`config.mk`:
```
export PLATFORM = sky130hd
export DESIGN_NAME = um32_instruction_executor_top
export DESIGN_NICKNAME = d
export VERILOG_FILES = /design/src/um32_pkg.sv /design/src/um32_front.sv /design/src/um32_divider.sv /design/src/um32_back.sv /design/src/um32_instruction_executor_top.sv
export VERILOG_INCLUDE_DIRS = /design/src /design/src/src
export SDC_FILE = /design/constraint.sdc
export NUM_CORES = 2
export LEC_CHECK = 0
export BUFFER_PORTS_ARGS = -buffer_cell sky130_fd_sc_hd__buf_2
export CORE_MARGIN = 1.5
export CORE_UTILIZATION = 30
export DETAILED_ROUTE_END_ITERATION = 16
export GPL_ROUTABILITY_DRIVEN = 1
export HOLD_SLACK_MARGIN = 0.08
export SYNTH_ARGS = -nofsm -noshare
export SYNTH_HDL_FRONTEND = slang
export SYNTH_SLANG_ARGS = --single-unit
```
`constraint.sdc`:
```
create_clock -name clock -period 10.4 [get_ports clock]
set_input_delay 0.52 -clock clock [delete_from_list [all_inputs] [get_ports clock]]
set_output_delay 0.52 -clock clock [all_outputs]
set_load 0.02 [all_outputs]
```
`src/um32_instruction_executor_top_macros.svh`:
```
// Assertion macros for the UM32 instruction executor.
`ifndef UM32_INSTRUCTION_EXECUTOR_TOP_MACROS_SVH
`define UM32_INSTRUCTION_EXECUTOR_TOP_MACROS_SVH
`ifndef ASSERT_OFF
`define UM_ASSERT_IMP(lbl, clk, rst, ante, cons, msg) \
   lbl: assert property (@(posedge clk) disable iff (rst) (ante) |-> (cons)) else $error(msg);
`define UM_ASSERT_NXT(lbl, clk, rst, ante, cons, msg) \
   lbl: assert property (@(posedge clk) disable iff (rst) (ante) |=> (cons)) else $error(msg);
`else
`define UM_ASSERT_IMP(lbl, clk, rst, ante, cons, msg)
`define UM_ASSERT_NXT(lbl, clk, rst, ante, cons, msg)
`endif
`endif

```
`src/um32_pkg.sv`:
```
// Shared types and constants for the UM32 instruction executor.
package um32_pkg;
   localparam int NUM_REGS = 8;
   localparam int REG_IDX_W = $clog2(NUM_REGS);
   localparam int OPC_SHIFT = 28;
   localparam int LV_A_SHIFT = 25;
   localparam int A_SHIFT = 6;
   localparam int B_SHIFT = 3;
   localparam int QUEUE_DEPTH = 2;

   typedef enum logic [3:0] {
      KIND_DONE = 4'd0, KIND_OUT = 4'd1, KIND_INREQ = 4'd2, KIND_LOAD = 4'd3,
      KIND_STORE = 4'd4, KIND_MAP = 4'd5, KIND_UNMAP = 4'd6, KIND_PROG = 4'd7,
      KIND_HALT = 4'd8, KIND_ERR = 4'd9
   } kind_type;

   typedef enum logic [3:0] {
      OP_CMOV = 4'd0, OP_LOAD = 4'd1, OP_STORE = 4'd2, OP_ADD = 4'd3,
      OP_MUL = 4'd4, OP_DIV = 4'd5, OP_NAND = 4'd6, OP_HALT = 4'd7,
      OP_MAP = 4'd8, OP_UNMAP = 4'd9, OP_OUT = 4'd10, OP_IN = 4'd11,
      OP_PROG = 4'd12, OP_LV = 4'd13, OP_NOP14 = 4'd14, OP_NOP15 = 4'd15
   } opcode_type;

   typedef enum logic [2:0] {
      EX_IDLE, EX_MUL, EX_DIV, EX_WRITE, EX_RESULT
   } ex_state_type;

   // classified item handed from front to back
   typedef struct packed {
      logic        is_resp;
      opcode_type  op;
      logic [REG_IDX_W-1:0] ra;
      logic [REG_IDX_W-1:0] rb;
      logic [REG_IDX_W-1:0] rc;
      logic [REG_IDX_W-1:0] lv_a;
      logic [24:0] imm;
      logic [31:0] resp;
   } item_type;

   typedef struct packed {
      logic push;
      logic full;
   } queue_ctl_type;
endpackage

```
`src/um32_front.sv`:
```
// Front end: accepts items, decodes fields and queues them for execution.
module um32_front (
   input  logic              clock,
   input  logic              reset,
   input  logic              req_valid,
   output logic              req_stall,
   input  logic              req_action,
   input  logic [31:0]       req_instr_word,
   input  logic [31:0]       req_response_data,
   output logic              q_valid,
   input  logic              q_pop,
   output um32_pkg::item_type q_item
);
   import um32_pkg::*;
   localparam int PW = $clog2(QUEUE_DEPTH);

   item_type mem_ff [QUEUE_DEPTH];
   logic [PW-1:0] wr_ff, wr_in, rd_ff, rd_in;
   logic [PW:0] cnt_ff, cnt_in;
   queue_ctl_type ctl;
   item_type dec;

   always_comb begin
      dec.is_resp = req_action;
      dec.op      = opcode_type'(req_instr_word[OPC_SHIFT +: 4]);
      dec.ra      = req_instr_word[A_SHIFT +: REG_IDX_W];
      dec.rb      = req_instr_word[B_SHIFT +: REG_IDX_W];
      dec.rc      = req_instr_word[0 +: REG_IDX_W];
      dec.lv_a    = req_instr_word[LV_A_SHIFT +: REG_IDX_W];
      dec.imm     = req_instr_word[24:0];
      dec.resp    = req_response_data;
   end

   assign ctl.full = (cnt_ff == (PW+1)'(QUEUE_DEPTH));
   assign ctl.push = req_valid && !ctl.full;
   assign req_stall = ctl.full;
   assign q_valid = (cnt_ff != '0);
   assign q_item = mem_ff[rd_ff];

   always_comb begin
      wr_in = ctl.push ? wr_ff + 1'b1 : wr_ff;
      rd_in = q_pop ? rd_ff + 1'b1 : rd_ff;
      cnt_in = cnt_ff + (PW+1)'(ctl.push) - (PW+1)'(q_pop);
   end

   always_ff @(posedge clock) begin
      if (reset) begin
         wr_ff <= '0;
         rd_ff <= '0;
         cnt_ff <= '0;
      end else begin
         wr_ff <= wr_in;
         rd_ff <= rd_in;
         cnt_ff <= cnt_in;
      end
      if (ctl.push) mem_ff[wr_ff] <= dec;
   end

`include "um32_instruction_executor_top_macros.svh"
   `UM_ASSERT_IMP(a_no_pop_empty, clock, reset, q_pop, q_valid, "pop from empty queue")
   `UM_ASSERT_IMP(a_cnt_bound, clock, reset, 1'b1, cnt_ff <= (PW+1)'(QUEUE_DEPTH), "queue overfill")
   `UM_ASSERT_NXT(a_cnt_track, clock, reset, ctl.push && !q_pop, cnt_ff == $past(cnt_ff) + 1'b1,
      "queue count slip")
endmodule

```
`src/um32_divider.sv`:
```
// Radix-2 restoring divider, one quotient bit a cycle.
module um32_divider (
   input  logic        clock,
   input  logic        reset,
   input  logic        start,
   input  logic [31:0] dividend,
   input  logic [31:0] divisor,
   output logic        done,
   output logic [31:0] quotient
);
   logic [31:0] q_ff, q_in, r_ff, r_in, d_ff, d_in;
   logic [5:0] n_ff, n_in;
   logic busy_ff, busy_in;
   logic [32:0] trial;

   always_comb begin
      q_in = q_ff; r_in = r_ff; d_in = d_ff; n_in = n_ff; busy_in = busy_ff;
      trial = {r_ff, q_ff[31]} - {1'b0, d_ff};
      if (start) begin
         q_in = dividend; r_in = '0; d_in = divisor; n_in = 6'd32; busy_in = 1'b1;
      end else if (busy_ff) begin
         if (!trial[32]) begin
            r_in = trial[31:0];
            q_in = {q_ff[30:0], 1'b1};
         end else begin
            r_in = {r_ff[30:0], q_ff[31]};
            q_in = {q_ff[30:0], 1'b0};
         end
         n_in = n_ff - 1'b1;
         if (n_ff == 6'd1) busy_in = 1'b0;
      end
   end

   assign done = busy_ff && (n_ff == 6'd1);
   assign quotient = q_in;

   always_ff @(posedge clock) begin
      if (reset) begin
         busy_ff <= 1'b0;
         n_ff <= '0;
      end else begin
         busy_ff <= busy_in;
         n_ff <= n_in;
      end
      q_ff <= q_in; r_ff <= r_in; d_ff <= d_in;
   end
endmodule

```
`src/um32_back.sv`:
```
// Back end: register file, program counter and instruction execution.
module um32_back (
   input  logic              clock,
   input  logic              reset,
   input  logic              q_valid,
   output logic              q_pop,
   input  um32_pkg::item_type q_item,
   output logic              rsp_valid,
   input  logic              rsp_stall,
   output logic [3:0]        rsp_kind,
   output logic [31:0]       rsp_segment_id,
   output logic [31:0]       rsp_offset_or_size,
   output logic [31:0]       rsp_data_value,
   output logic [31:0]       rsp_next_pc
);
   import um32_pkg::*;

   logic [31:0] regs_ff [NUM_REGS];
   logic [31:0] pc_ff, pc_in;
   logic waiting_ff, waiting_in, halted_ff, halted_in;
   logic [REG_IDX_W-1:0] pend_ff, pend_in;
   ex_state_type st_ff, st_in;
   item_type cur_ff, cur_in;
   logic [31:0] prod_ff, prod_in, wval_ff, wval_in;
   logic [REG_IDX_W-1:0] widx_ff, widx_in;
   logic out_v_ff, out_v_in;
   logic [3:0] kind_ff, kind_in;
   logic [31:0] seg_ff, seg_in, off_ff, off_in, dat_ff, dat_in;
   logic div_start, div_done;
   logic [31:0] div_q;
   logic [31:0] rb_v, rc_v, ra_v;

   assign ra_v = regs_ff[cur_ff.ra];
   assign rb_v = regs_ff[cur_ff.rb];
   assign rc_v = regs_ff[cur_ff.rc];

   um32_divider u_div (
      .clock(clock), .reset(reset), .start(div_start), .dividend(rb_v),
      .divisor(rc_v), .done(div_done), .quotient(div_q)
   );

   // output register frees once taken
   logic out_free;
   assign out_free = !out_v_ff || !rsp_stall;

   always_comb begin
      st_in = st_ff;
      case (st_ff)
         EX_IDLE:   if (q_valid) st_in = EX_RESULT;
         EX_MUL:    st_in = EX_WRITE;
         EX_DIV:    if (div_done) st_in = EX_WRITE;
         EX_WRITE:  st_in = EX_IDLE;
         EX_RESULT: begin
            if (out_free) begin
               if (halted_ff || cur_ff.is_resp || waiting_ff) st_in = EX_IDLE;
               else if (cur_ff.op == OP_MUL) st_in = EX_MUL;
               else if (cur_ff.op == OP_DIV && rc_v != '0) st_in = EX_DIV;
               else if (cur_ff.op inside {OP_CMOV, OP_ADD, OP_NAND, OP_LV})
                  st_in = EX_WRITE;
               else st_in = EX_IDLE;
            end
         end
         default:   st_in = EX_IDLE;
      endcase
   end

   always_comb begin
      q_pop = (st_ff == EX_IDLE) && q_valid;
      cur_in = q_pop ? q_item : cur_ff;
      div_start = 1'b0;
      pc_in = pc_ff; waiting_in = waiting_ff; halted_in = halted_ff; pend_in = pend_ff;
      prod_in = prod_ff; wval_in = wval_ff; widx_in = widx_ff;
      out_v_in = out_v_ff && rsp_stall;
      kind_in = kind_ff; seg_in = seg_ff; off_in = off_ff; dat_in = dat_ff;
      case (st_ff)
         EX_MUL: begin
            wval_in = prod_ff;
         end
         EX_DIV: begin
            wval_in = div_q;
         end
         EX_RESULT: begin
            if (out_free) begin
               out_v_in = 1'b1;
               kind_in = KIND_DONE; seg_in = '0; off_in = '0; dat_in = '0;
               widx_in = cur_ff.ra;
               if (halted_ff) kind_in = KIND_HALT;
               else if (cur_ff.is_resp) begin
                  if (!waiting_ff) kind_in = KIND_ERR;
                  else begin
                     waiting_in = 1'b0;
                     wval_in = cur_ff.resp;
                     widx_in = pend_ff;
                  end
               end else if (waiting_ff) kind_in = KIND_ERR;
               else if (cur_ff.op == OP_DIV && rc_v == '0) kind_in = KIND_ERR;
               else begin
                  pc_in = pc_ff + 32'd1;
                  case (cur_ff.op)
                     OP_CMOV: begin
                        wval_in = rb_v;
                        if (rc_v == '0) wval_in = ra_v;
                     end
                     OP_LOAD: begin
                        kind_in = KIND_LOAD; seg_in = rb_v; off_in = rc_v;
                        waiting_in = 1'b1; pend_in = cur_ff.ra;
                     end
                     OP_STORE: begin
                        kind_in = KIND_STORE; seg_in = ra_v; off_in = rb_v; dat_in = rc_v;
                     end
                     OP_ADD:  wval_in = rb_v + rc_v;
                     OP_MUL:  prod_in = rb_v * rc_v;
                     OP_DIV:  div_start = 1'b1;
                     OP_NAND: wval_in = ~(rb_v & rc_v);
                     OP_HALT: begin
                        kind_in = KIND_HALT; halted_in = 1'b1;
                     end
                     OP_MAP: begin
                        kind_in = KIND_MAP; off_in = rc_v;
                        waiting_in = 1'b1; pend_in = cur_ff.rb;
                     end
                     OP_UNMAP: begin
                        kind_in = KIND_UNMAP; seg_in = rc_v;
                     end
                     OP_OUT: begin
                        kind_in = KIND_OUT; dat_in = rc_v;
                     end
                     OP_IN: begin
                        kind_in = KIND_INREQ; waiting_in = 1'b1; pend_in = cur_ff.rc;
                     end
                     OP_PROG: begin
                        kind_in = KIND_PROG; seg_in = rb_v; off_in = rc_v; pc_in = rc_v;
                     end
                     OP_LV: begin
                        wval_in = {7'd0, cur_ff.imm};
                        widx_in = cur_ff.lv_a;
                     end
                     default: ;
                  endcase
               end
            end
         end
         default: ;
      endcase
   end

   // a response write goes straight in; writes of register ops wait in EX_WRITE
   logic resp_wr;
   assign resp_wr = (st_ff == EX_RESULT) && out_free && !halted_ff && cur_ff.is_resp
                    && waiting_ff;

   always_ff @(posedge clock) begin
      if (reset) begin
         st_ff <= EX_IDLE;
         pc_ff <= '0;
         waiting_ff <= 1'b0;
         halted_ff <= 1'b0;
         pend_ff <= '0;
         out_v_ff <= 1'b0;
         for (int i = 0; i < NUM_REGS; i++) regs_ff[i] <= '0;
      end else begin
         st_ff <= st_in;
         pc_ff <= pc_in;
         waiting_ff <= waiting_in;
         halted_ff <= halted_in;
         pend_ff <= pend_in;
         out_v_ff <= out_v_in;
         if (resp_wr) regs_ff[pend_ff] <= cur_ff.resp;
         else if (st_ff == EX_WRITE) regs_ff[widx_ff] <= wval_ff;
      end
      cur_ff <= cur_in;
      prod_ff <= prod_in; wval_ff <= wval_in; widx_ff <= widx_in;
      kind_ff <= kind_in; seg_ff <= seg_in; off_ff <= off_in; dat_ff <= dat_in;
   end

   assign rsp_valid = out_v_ff;
   assign rsp_kind = kind_ff;
   assign rsp_segment_id = seg_ff;
   assign rsp_offset_or_size = off_ff;
   assign rsp_data_value = dat_ff;
   assign rsp_next_pc = pc_ff;

`include "um32_instruction_executor_top_macros.svh"
   `UM_ASSERT_NXT(a_halt_sticky, clock, reset, halted_ff, halted_ff, "halt flag cleared")
   `UM_ASSERT_IMP(a_pop_idle, clock, reset, q_pop, st_ff == EX_IDLE, "pop outside idle")
   `UM_ASSERT_NXT(a_out_hold, clock, reset, rsp_valid && rsp_stall,
      rsp_valid && $stable(rsp_kind), "stalled result changed")
endmodule

```
`src/um32_instruction_executor_top.sv`:
```
// Top level of the UM32 instruction executor.
// Usage:
//  req_ channel: one item per transfer; req_action 0 carries an instruction in
//   req_instr_word, 1 carries a response word in req_response_data for the
//   pending register after a load, map or input request.
//  rsp_ channel: exactly one result per item, in order: kind, segment, offset
//   or size, data and the program counter after the item.
//  Path: each item passes through the queue, EX_RESULT and the output register
//   to rsp_valid; the result leaves before a register write finishes.
//  Flow: the back end pops a new item only in EX_IDLE, after the last one leaves
//   EX_RESULT and, for register ops, EX_WRITE; multiply also passes EX_MUL and
//   divide waits in EX_DIV (the 32-step radix-2 divider sets the worst case).
//  A two-entry queue between front and back lets the input take transfers
//  while the back end works or a result waits.
//  Reset clears registers, pc, waiting and halt state and empties the queue.
//  When rsp_stall is high the result holds, the back end stops, the queue
//  fills and req_stall rises.
module um32_instruction_executor_top (
   input  logic        clock,
   input  logic        reset,
   input  logic        req_valid,
   output logic        req_stall,
   input  logic        req_action,
   input  logic [31:0] req_instr_word,
   input  logic [31:0] req_response_data,
   output logic        rsp_valid,
   input  logic        rsp_stall,
   output logic [3:0]  rsp_kind,
   output logic [31:0] rsp_segment_id,
   output logic [31:0] rsp_offset_or_size,
   output logic [31:0] rsp_data_value,
   output logic [31:0] rsp_next_pc
);
   import um32_pkg::*;

   logic q_valid, q_pop;
   item_type q_item;

   // front: decode and queue
   um32_front u_front (
      .clock(clock), .reset(reset), .req_valid(req_valid), .req_stall(req_stall),
      .req_action(req_action), .req_instr_word(req_instr_word),
      .req_response_data(req_response_data), .q_valid(q_valid), .q_pop(q_pop),
      .q_item(q_item)
   );

   // back: execute and present results
   um32_back u_back (
      .clock(clock), .reset(reset), .q_valid(q_valid), .q_pop(q_pop), .q_item(q_item),
      .rsp_valid(rsp_valid), .rsp_stall(rsp_stall), .rsp_kind(rsp_kind),
      .rsp_segment_id(rsp_segment_id), .rsp_offset_or_size(rsp_offset_or_size),
      .rsp_data_value(rsp_data_value), .rsp_next_pc(rsp_next_pc)
   );
endmodule
```
# Word-level counts from Yosys, hierarchy flattened
# Memory sizes are Yosys's and may differ from the RTL's. A register that Yosys moved wholly into a read port is not among the register bits.
# Index checks and enable logic that the tools add are counted.
[op_classes]
n_reduce_logical = 42
n_mux = 76
n_eq_ne = 27
multipliers = 1
n_bitwise = 7
add_sub_neg = 8
[op_table]
columns = ["op", "count"]
rows = [
  ["$mux W32", 13],
  ["$pmux W32 S3", 2],
  ["$pmux W32 S4", 1],
  ["$pmux W32 S2", 1],
  ["$reduce_or A32 Y1", 2],
  ["$mux W3", 14],
  ["$mux W1", 35],
  ["$sub A33 B32 Y33", 1],
  ["$add A32 B1 Y32 const B", 1],
  ["$add A32 B32 Y32", 1],
  ["$and A32 B32 Y32", 1],
  ["$logic_not A32 Y1", 1],
  ["$mul A32 B32 Y32", 1],
  ["$not A32 Y32", 1],
  ["$pmux W4 S8", 1],
  ["$reduce_bool A32 Y1", 1],
  ["$eq A4 B4 Y1 const B", 6],
  ["$reduce_and A7 Y1", 3],
  ["$eq A4 B3 Y1 const B", 4],
  ["$mux W4", 4],
  ["$mux W6", 2],
  ["$pmux W3 S4", 1],
  ["$logic_and A1 B1 Y1", 10],
  ["$pmux W3 S3", 1],
  ["32 further kinds", 53],
]
[word_totals]
output_inout_bits = 134
in_bits = 69
ff_bits = 315
elab_cells = 185
mem_bits_rw = 404
mem_count = 2
[mem_list]
columns = ["memory", "words", "word_bits", "read_ports", "rd_clocked_by_memory_dff", "write_ports", "line", "text"]
rows = [
  ["u_back.regs_ff", 8, 32, 3, 0, 8, "um32_back.sv:18", "logic [31:0] regs_ff [NUM_REGS];"],
  ["u_front.mem_ff", 2, 74, 1, 1, 1, "um32_front.sv:17", "item_type mem_ff [QUEUE_DEPTH];"],
]

# Depth between registers and ports, before layout
[depth]
depth_word = 12
depth_mapped = 35
ltp_nobuf = 29

# Cells and area by module
# Synthesis repeated with hierarchy kept, for this count alone.
[hier_totals]
cells_unflattened = 5233
area_unflattened_um2 = 56017.5
[modules_own_cells]
columns = ["module", "area_per_inst_um2", "n_inst", "cells_per_inst", "seq_area_each_um2"]
rows = [
  ["um32_back", 45179.6, 1, 4325, 15925.3],
  ["um32_divider", 5833.1, 1, 671, 2382.3],
  ["um32_front", 5004.8, 1, 237, 4003.8],
]

# Least setup slack after synthesis
# OpenSTA, ideal clock, no wires.
[synth_path]
path_type = "register to register"
from = "register, netlist name u_back.cur_ff[60]"
to = "register u_back.prod_ff[29] (data pin)"
stages_incl_launch_ff = 33
synth_period_minus_slack_ns = 8.434
t_arrival_ns = 8.176
path_slack_ns = 1.966
path_cell_list = "edfxtp_1 > buf_6 > buf_6 > buf_6 > buf_6 > buf_4 > buf_4 > mux4_2 > mux2_2 > clkbuf_1 > buf_1 > ha_1 > inv_1 > fa_1 > fa_1 > inv_1 > fa_1 > inv_1 > fa_1 > inv_1 > fa_1 > fa_1 > fa_1 > fa_1 > ha_1 > nand4_1 > a211oi_1 > o31a_1 > o211a_1 > o21a_1 > o21ai_0 > nor2b_1 > xnor2_1"
[synth_between]
elab_chain_len = 2
[synth_lines]
columns = ["item", "line", "text"]
rows = [
  ["$mem_v2 Z8 W32", "--", ""],
  ["via u_back.rc_v[10]", "um32_back.sv:31", "logic [31:0] rb_v, rc_v, ra_v;"],
  ["$mul A32 B32 Y32", "um32_back.sv:112", "OP_MUL: prod_in = rb_v * rc_v;"],
  ["to (signal assigned)", "um32_back.sv:172", "prod_ff <= prod_in; wval_ff <= wval_in; widx_ff <= widx_in;"],
  ["to (decl)", "um32_back.sv:24", "logic [31:0] prod_ff, prod_in, wval_ff, wval_in;"],
]
# The timed path passes the listed nets, and every way through them passes these cells.
# A chain may end at the register's enable or synchronous reset.

# Worst setup path after layout
[layout_path]
from = "register, netlist name u_back.cur_ff[65]"
to = "register u_back.prod_ff[29] (data pin)"
[layout_between]
elab_chain_len = 2
[layout_lines]
columns = ["item", "line"]
rows = [
  ["$mem_v2 Z8 W32", "--"],
  ["$mul A32 B32 Y32", "um32_back.sv:112"],
]
# No other way between the ends.

==> key figures <==
Timing
  – Endpoints failing hold: 0
  – Tmin final: 9.78 ns
  – Clock skew: 0.0588 ns
  – RSZ-0062 raised after global routing: false
  – Final setup viols: 0
  – Setup TNS: 0 ns
  – Actual slew at the worst max-slew pin: 1.23 ns
  – Final Cycle Share: 94.1%
  – Fmax: 102 MHz
  – Fin. max-slew vios: 0
  – Slew HR: 17.9%

Synthesis
  – Post-Syn Area per Cell: 10.7 um^2
  – Synth warnings: 0
  – Mapped Nets: 5844
  – Post-synth cell types: 81
  – Synthesized flop and latch total: 766
  – Seq/Total Area, Yosys: 39.6%
  – Post-Syn Instances: 5173
  – Synth top area cells: edfxtp_1, fa_1, mux4_2
  – Post-synthesis instance area: 0.0552 mm^2
  – Prevailing post-synth register cell: edfxtp_1
  – Most frequent cell after synthesis: nor2_1
  – Post-synth top area share: 35.3%
  – Post-synth EDFFs: 650
  – Post-synth top area cell: edfxtp_1
  – Top cells by count, synth: nor2_1, edfxtp_1, nand2_1, inv_1, fa_1
  – Ys async rst share: 0%

Final layout
  – Final Net Count: 6077
  – Fin area: 0.0634 mm^2
  – Register area: 0.0218 mm^2
  – Max FFs per register: 256
  – Area Growth Syn to Fin: 14.8%
  – Post-route insts no fill: 7953
  – Fillcell total: 18300
  – Multi-input logic area: 0.0304 mm^2
  – Largest regs: u_back.regs_ff: 256 flops, u_front.mem_ff: 130 flops, u_back.cur_ff: 65 flops
  – Top reg by flops: u_back.regs_ff
  – Proportion of layout cells with a drive suffix above 1: 15.9%

GRT
  – Largest net degree at the start of global routing: 136
  – Remaining Overflow, GRT: 0
  – Vias in the first global route: 43300
  – First-pass GRT wire length: 318000 um
  – Initial antenna violation count: 18
  – GRT Total Usage: 23.8%

Placed design
  – Post-DP HPWL: 163000 um
  – Post-place instance area: 0.0597 mm^2
  – Placed instance count: 7711
  – Placer Congestion: 1.01
  – IO Port Bufs: 202

Worst setup path
  – Crit path DAT: 10.28 ns
  – CP Launch Type: flip-flop
  – Critical Path Fanout Max: 21
  – Required time of the worst setup path: 10.90 ns
  – Critical path type: flip-flop to flip-flop
  – CP endpoint kind: flip-flop

Drt
  – WL per Instance: 28.4 um
  – Vias after detailed routing: 44300
  – DRC: 0
  – Vias/cell: 5.57
  – TritonRoute pass-1 iters: 8
  – Final WL: 226000 um
  – Antenna violation net count after detailed routing: 0
  – Initial drt markers: 5914

Clock network
  – CTS root buf: clkbuf_16
  – Clk sinks: 766
  – H-Tree Depth: 3
  – Clock buffer depth: 3
  – CTS tree: done
  – CTS clk-pin slew, worst paths: 0.06 ns
  – Cts bufs inserted: 91
  – Clock Latency Late Sink: 0.77 ns
  – Post-CTS Setup Bufs: 0

Outcome
  – Status: finished clean

Hold path
  – Worst Hold Class: input pin to flip-flop

Floorplanning
  – CORE AREA: 0.183 mm^2
  – Area of the die: 0.187 mm^2
  – Die span in y: 432 um
  – Initial Util: 30.2%
  – # rows: 157
  – I/O pins: 203
  – Die Span X: 432 um

Run
  – Maximum Capacitance Violations: 0
==> cells in the final DEF (no fill, tap or decap), types with 19 or more instances in the layout <==
cell type,synthesis,routed
o21ai_1,37,37
and2_1,20,20
a22oi_1,92,92
a221oi_1,23,22
buf_4,11,186
nand2b_1,39,31
dlygate4sd3_1,0,66
clkinv_1,13,25
nor2b_1,36,35
ha_1,192,192
xor2_1,34,33
a21oi_1,205,203
mux2i_1,144,134
xnor2_1,116,115
edfxtp_1,650,650
inv_1,499,498
o22ai_1,29,29
clkbuf_16,0,93
mux2_2,112,112
buf_2,38,202
nor3_1,56,53
nor2_1,795,787
dfxtp_1,116,114
nand4_1,19,19
nand2_1,539,534
mux4_2,158,158
fa_1,410,410
a211oi_1,31,31
a311oi_1,23,23
a21o_1,47,47
nand3_1,31,31
o21ai_0,143,143
==> worst max-delay path, stage by stage (launching register included) <==
cell	delay, ns
edfxtp_1	0.79
buf_4	0.52
mux4_2	0.37
mux2i_1	0.81
inv_1	0.40
ha_1	0.40
fa_1	0.47
fa_1	0.49
fa_1	0.56
inv_1	0.05
fa_1	0.47
inv_1	0.05
fa_1	0.45
ha_1	0.31
fa_1	0.51
fa_1	0.42
ha_1	0.36
a21oi_1	0.27
inv_1	0.09
o21ai_0	0.25
a211oi_1	0.11
o31a_1	0.38
o211a_1	0.26
o21a_1	0.17
o21ai_0	0.24
nor2b_1	0.21
xnor2_1	0.09
==> cell families after synthesis <==
logic type / Yosys count / share of synthesized area, %
AO/OA/AOI/OAI: 794 / 9.39
AND/OR/NAND/NOR: 1612 / 12.1
flip-flops: 766 / 39.6
XOR/XNOR: 150 / 2.38
buffers and inverters: 831 / 5.92
adder cells (fa/ha/maj): 602 / 19.2
multiplexers: 418 / 11.4
==> what timing repair did <==
action                    CTS  global route
hold buffers               66             0
hold endpoints to repair  132             0
gates resized for setup     0             0
==> stage by stage <==
step / util (%) / setup WS [ns] / hold WS, ns
2_1_floorplan: - / 1.97 / 0.464
3_3_place_gp: 32.7 / 1.02 / 0.475
3_5_place_dp: 32.7 / 0.902 / 0.489
4_1_cts: 34.7 / 0.854 / 0.183
5_1_grt: 34.7 / 0.321 / 0.256
6_report: 34.7 / 0.617 / 0.205
==> routing by layer <==
layer | track usage, % | share of wire [%] | vias to the layer above
li1 | - | - | 18400
met1 | 30.9 | 38 | 22100
met2 | 35.2 | 43 | 3035
met3 | 6.98 | 12 | 677
met4 | 13.7 | 6.9 | 6
met5 | 0 | 0.019 | -
==> final cells by class <==
class	instances	share of cell area, %
repair buffers	457	4.93
flip-flops and latches	766	34.4
well taps	2464	4.86
clock buffers	111	3.84
clock inverters	57	0.917
multi-input cells	3576	47.9
diodes	8	0.0316
inverters	514	3.05
==> worst paths after layout <==
kind,startpoint,endpoint,slack [ns],depth (start not counted)
min reg2reg,u_back.u_div.r_ff[15]$_SDFFE_PP0P_,u_back.u_div.r_ff[16]$_SDFFE_PP0P_,0.50,2
max,u_back.cur_ff[65]$_DFFE_PP_,u_back.prod_ff[29]$_DFFE_PP_,0.62,26
min,req_valid,u_front.wr_ff$_SDFFE_PP0P_,0.21,4
max reg2reg,u_back.cur_ff[65]$_DFFE_PP_,u_back.prod_ff[29]$_DFFE_PP_,0.62,26
Power is not shown: default switching activity piles up to over one toggle a cycle in this logic, so the estimate is an artifact.
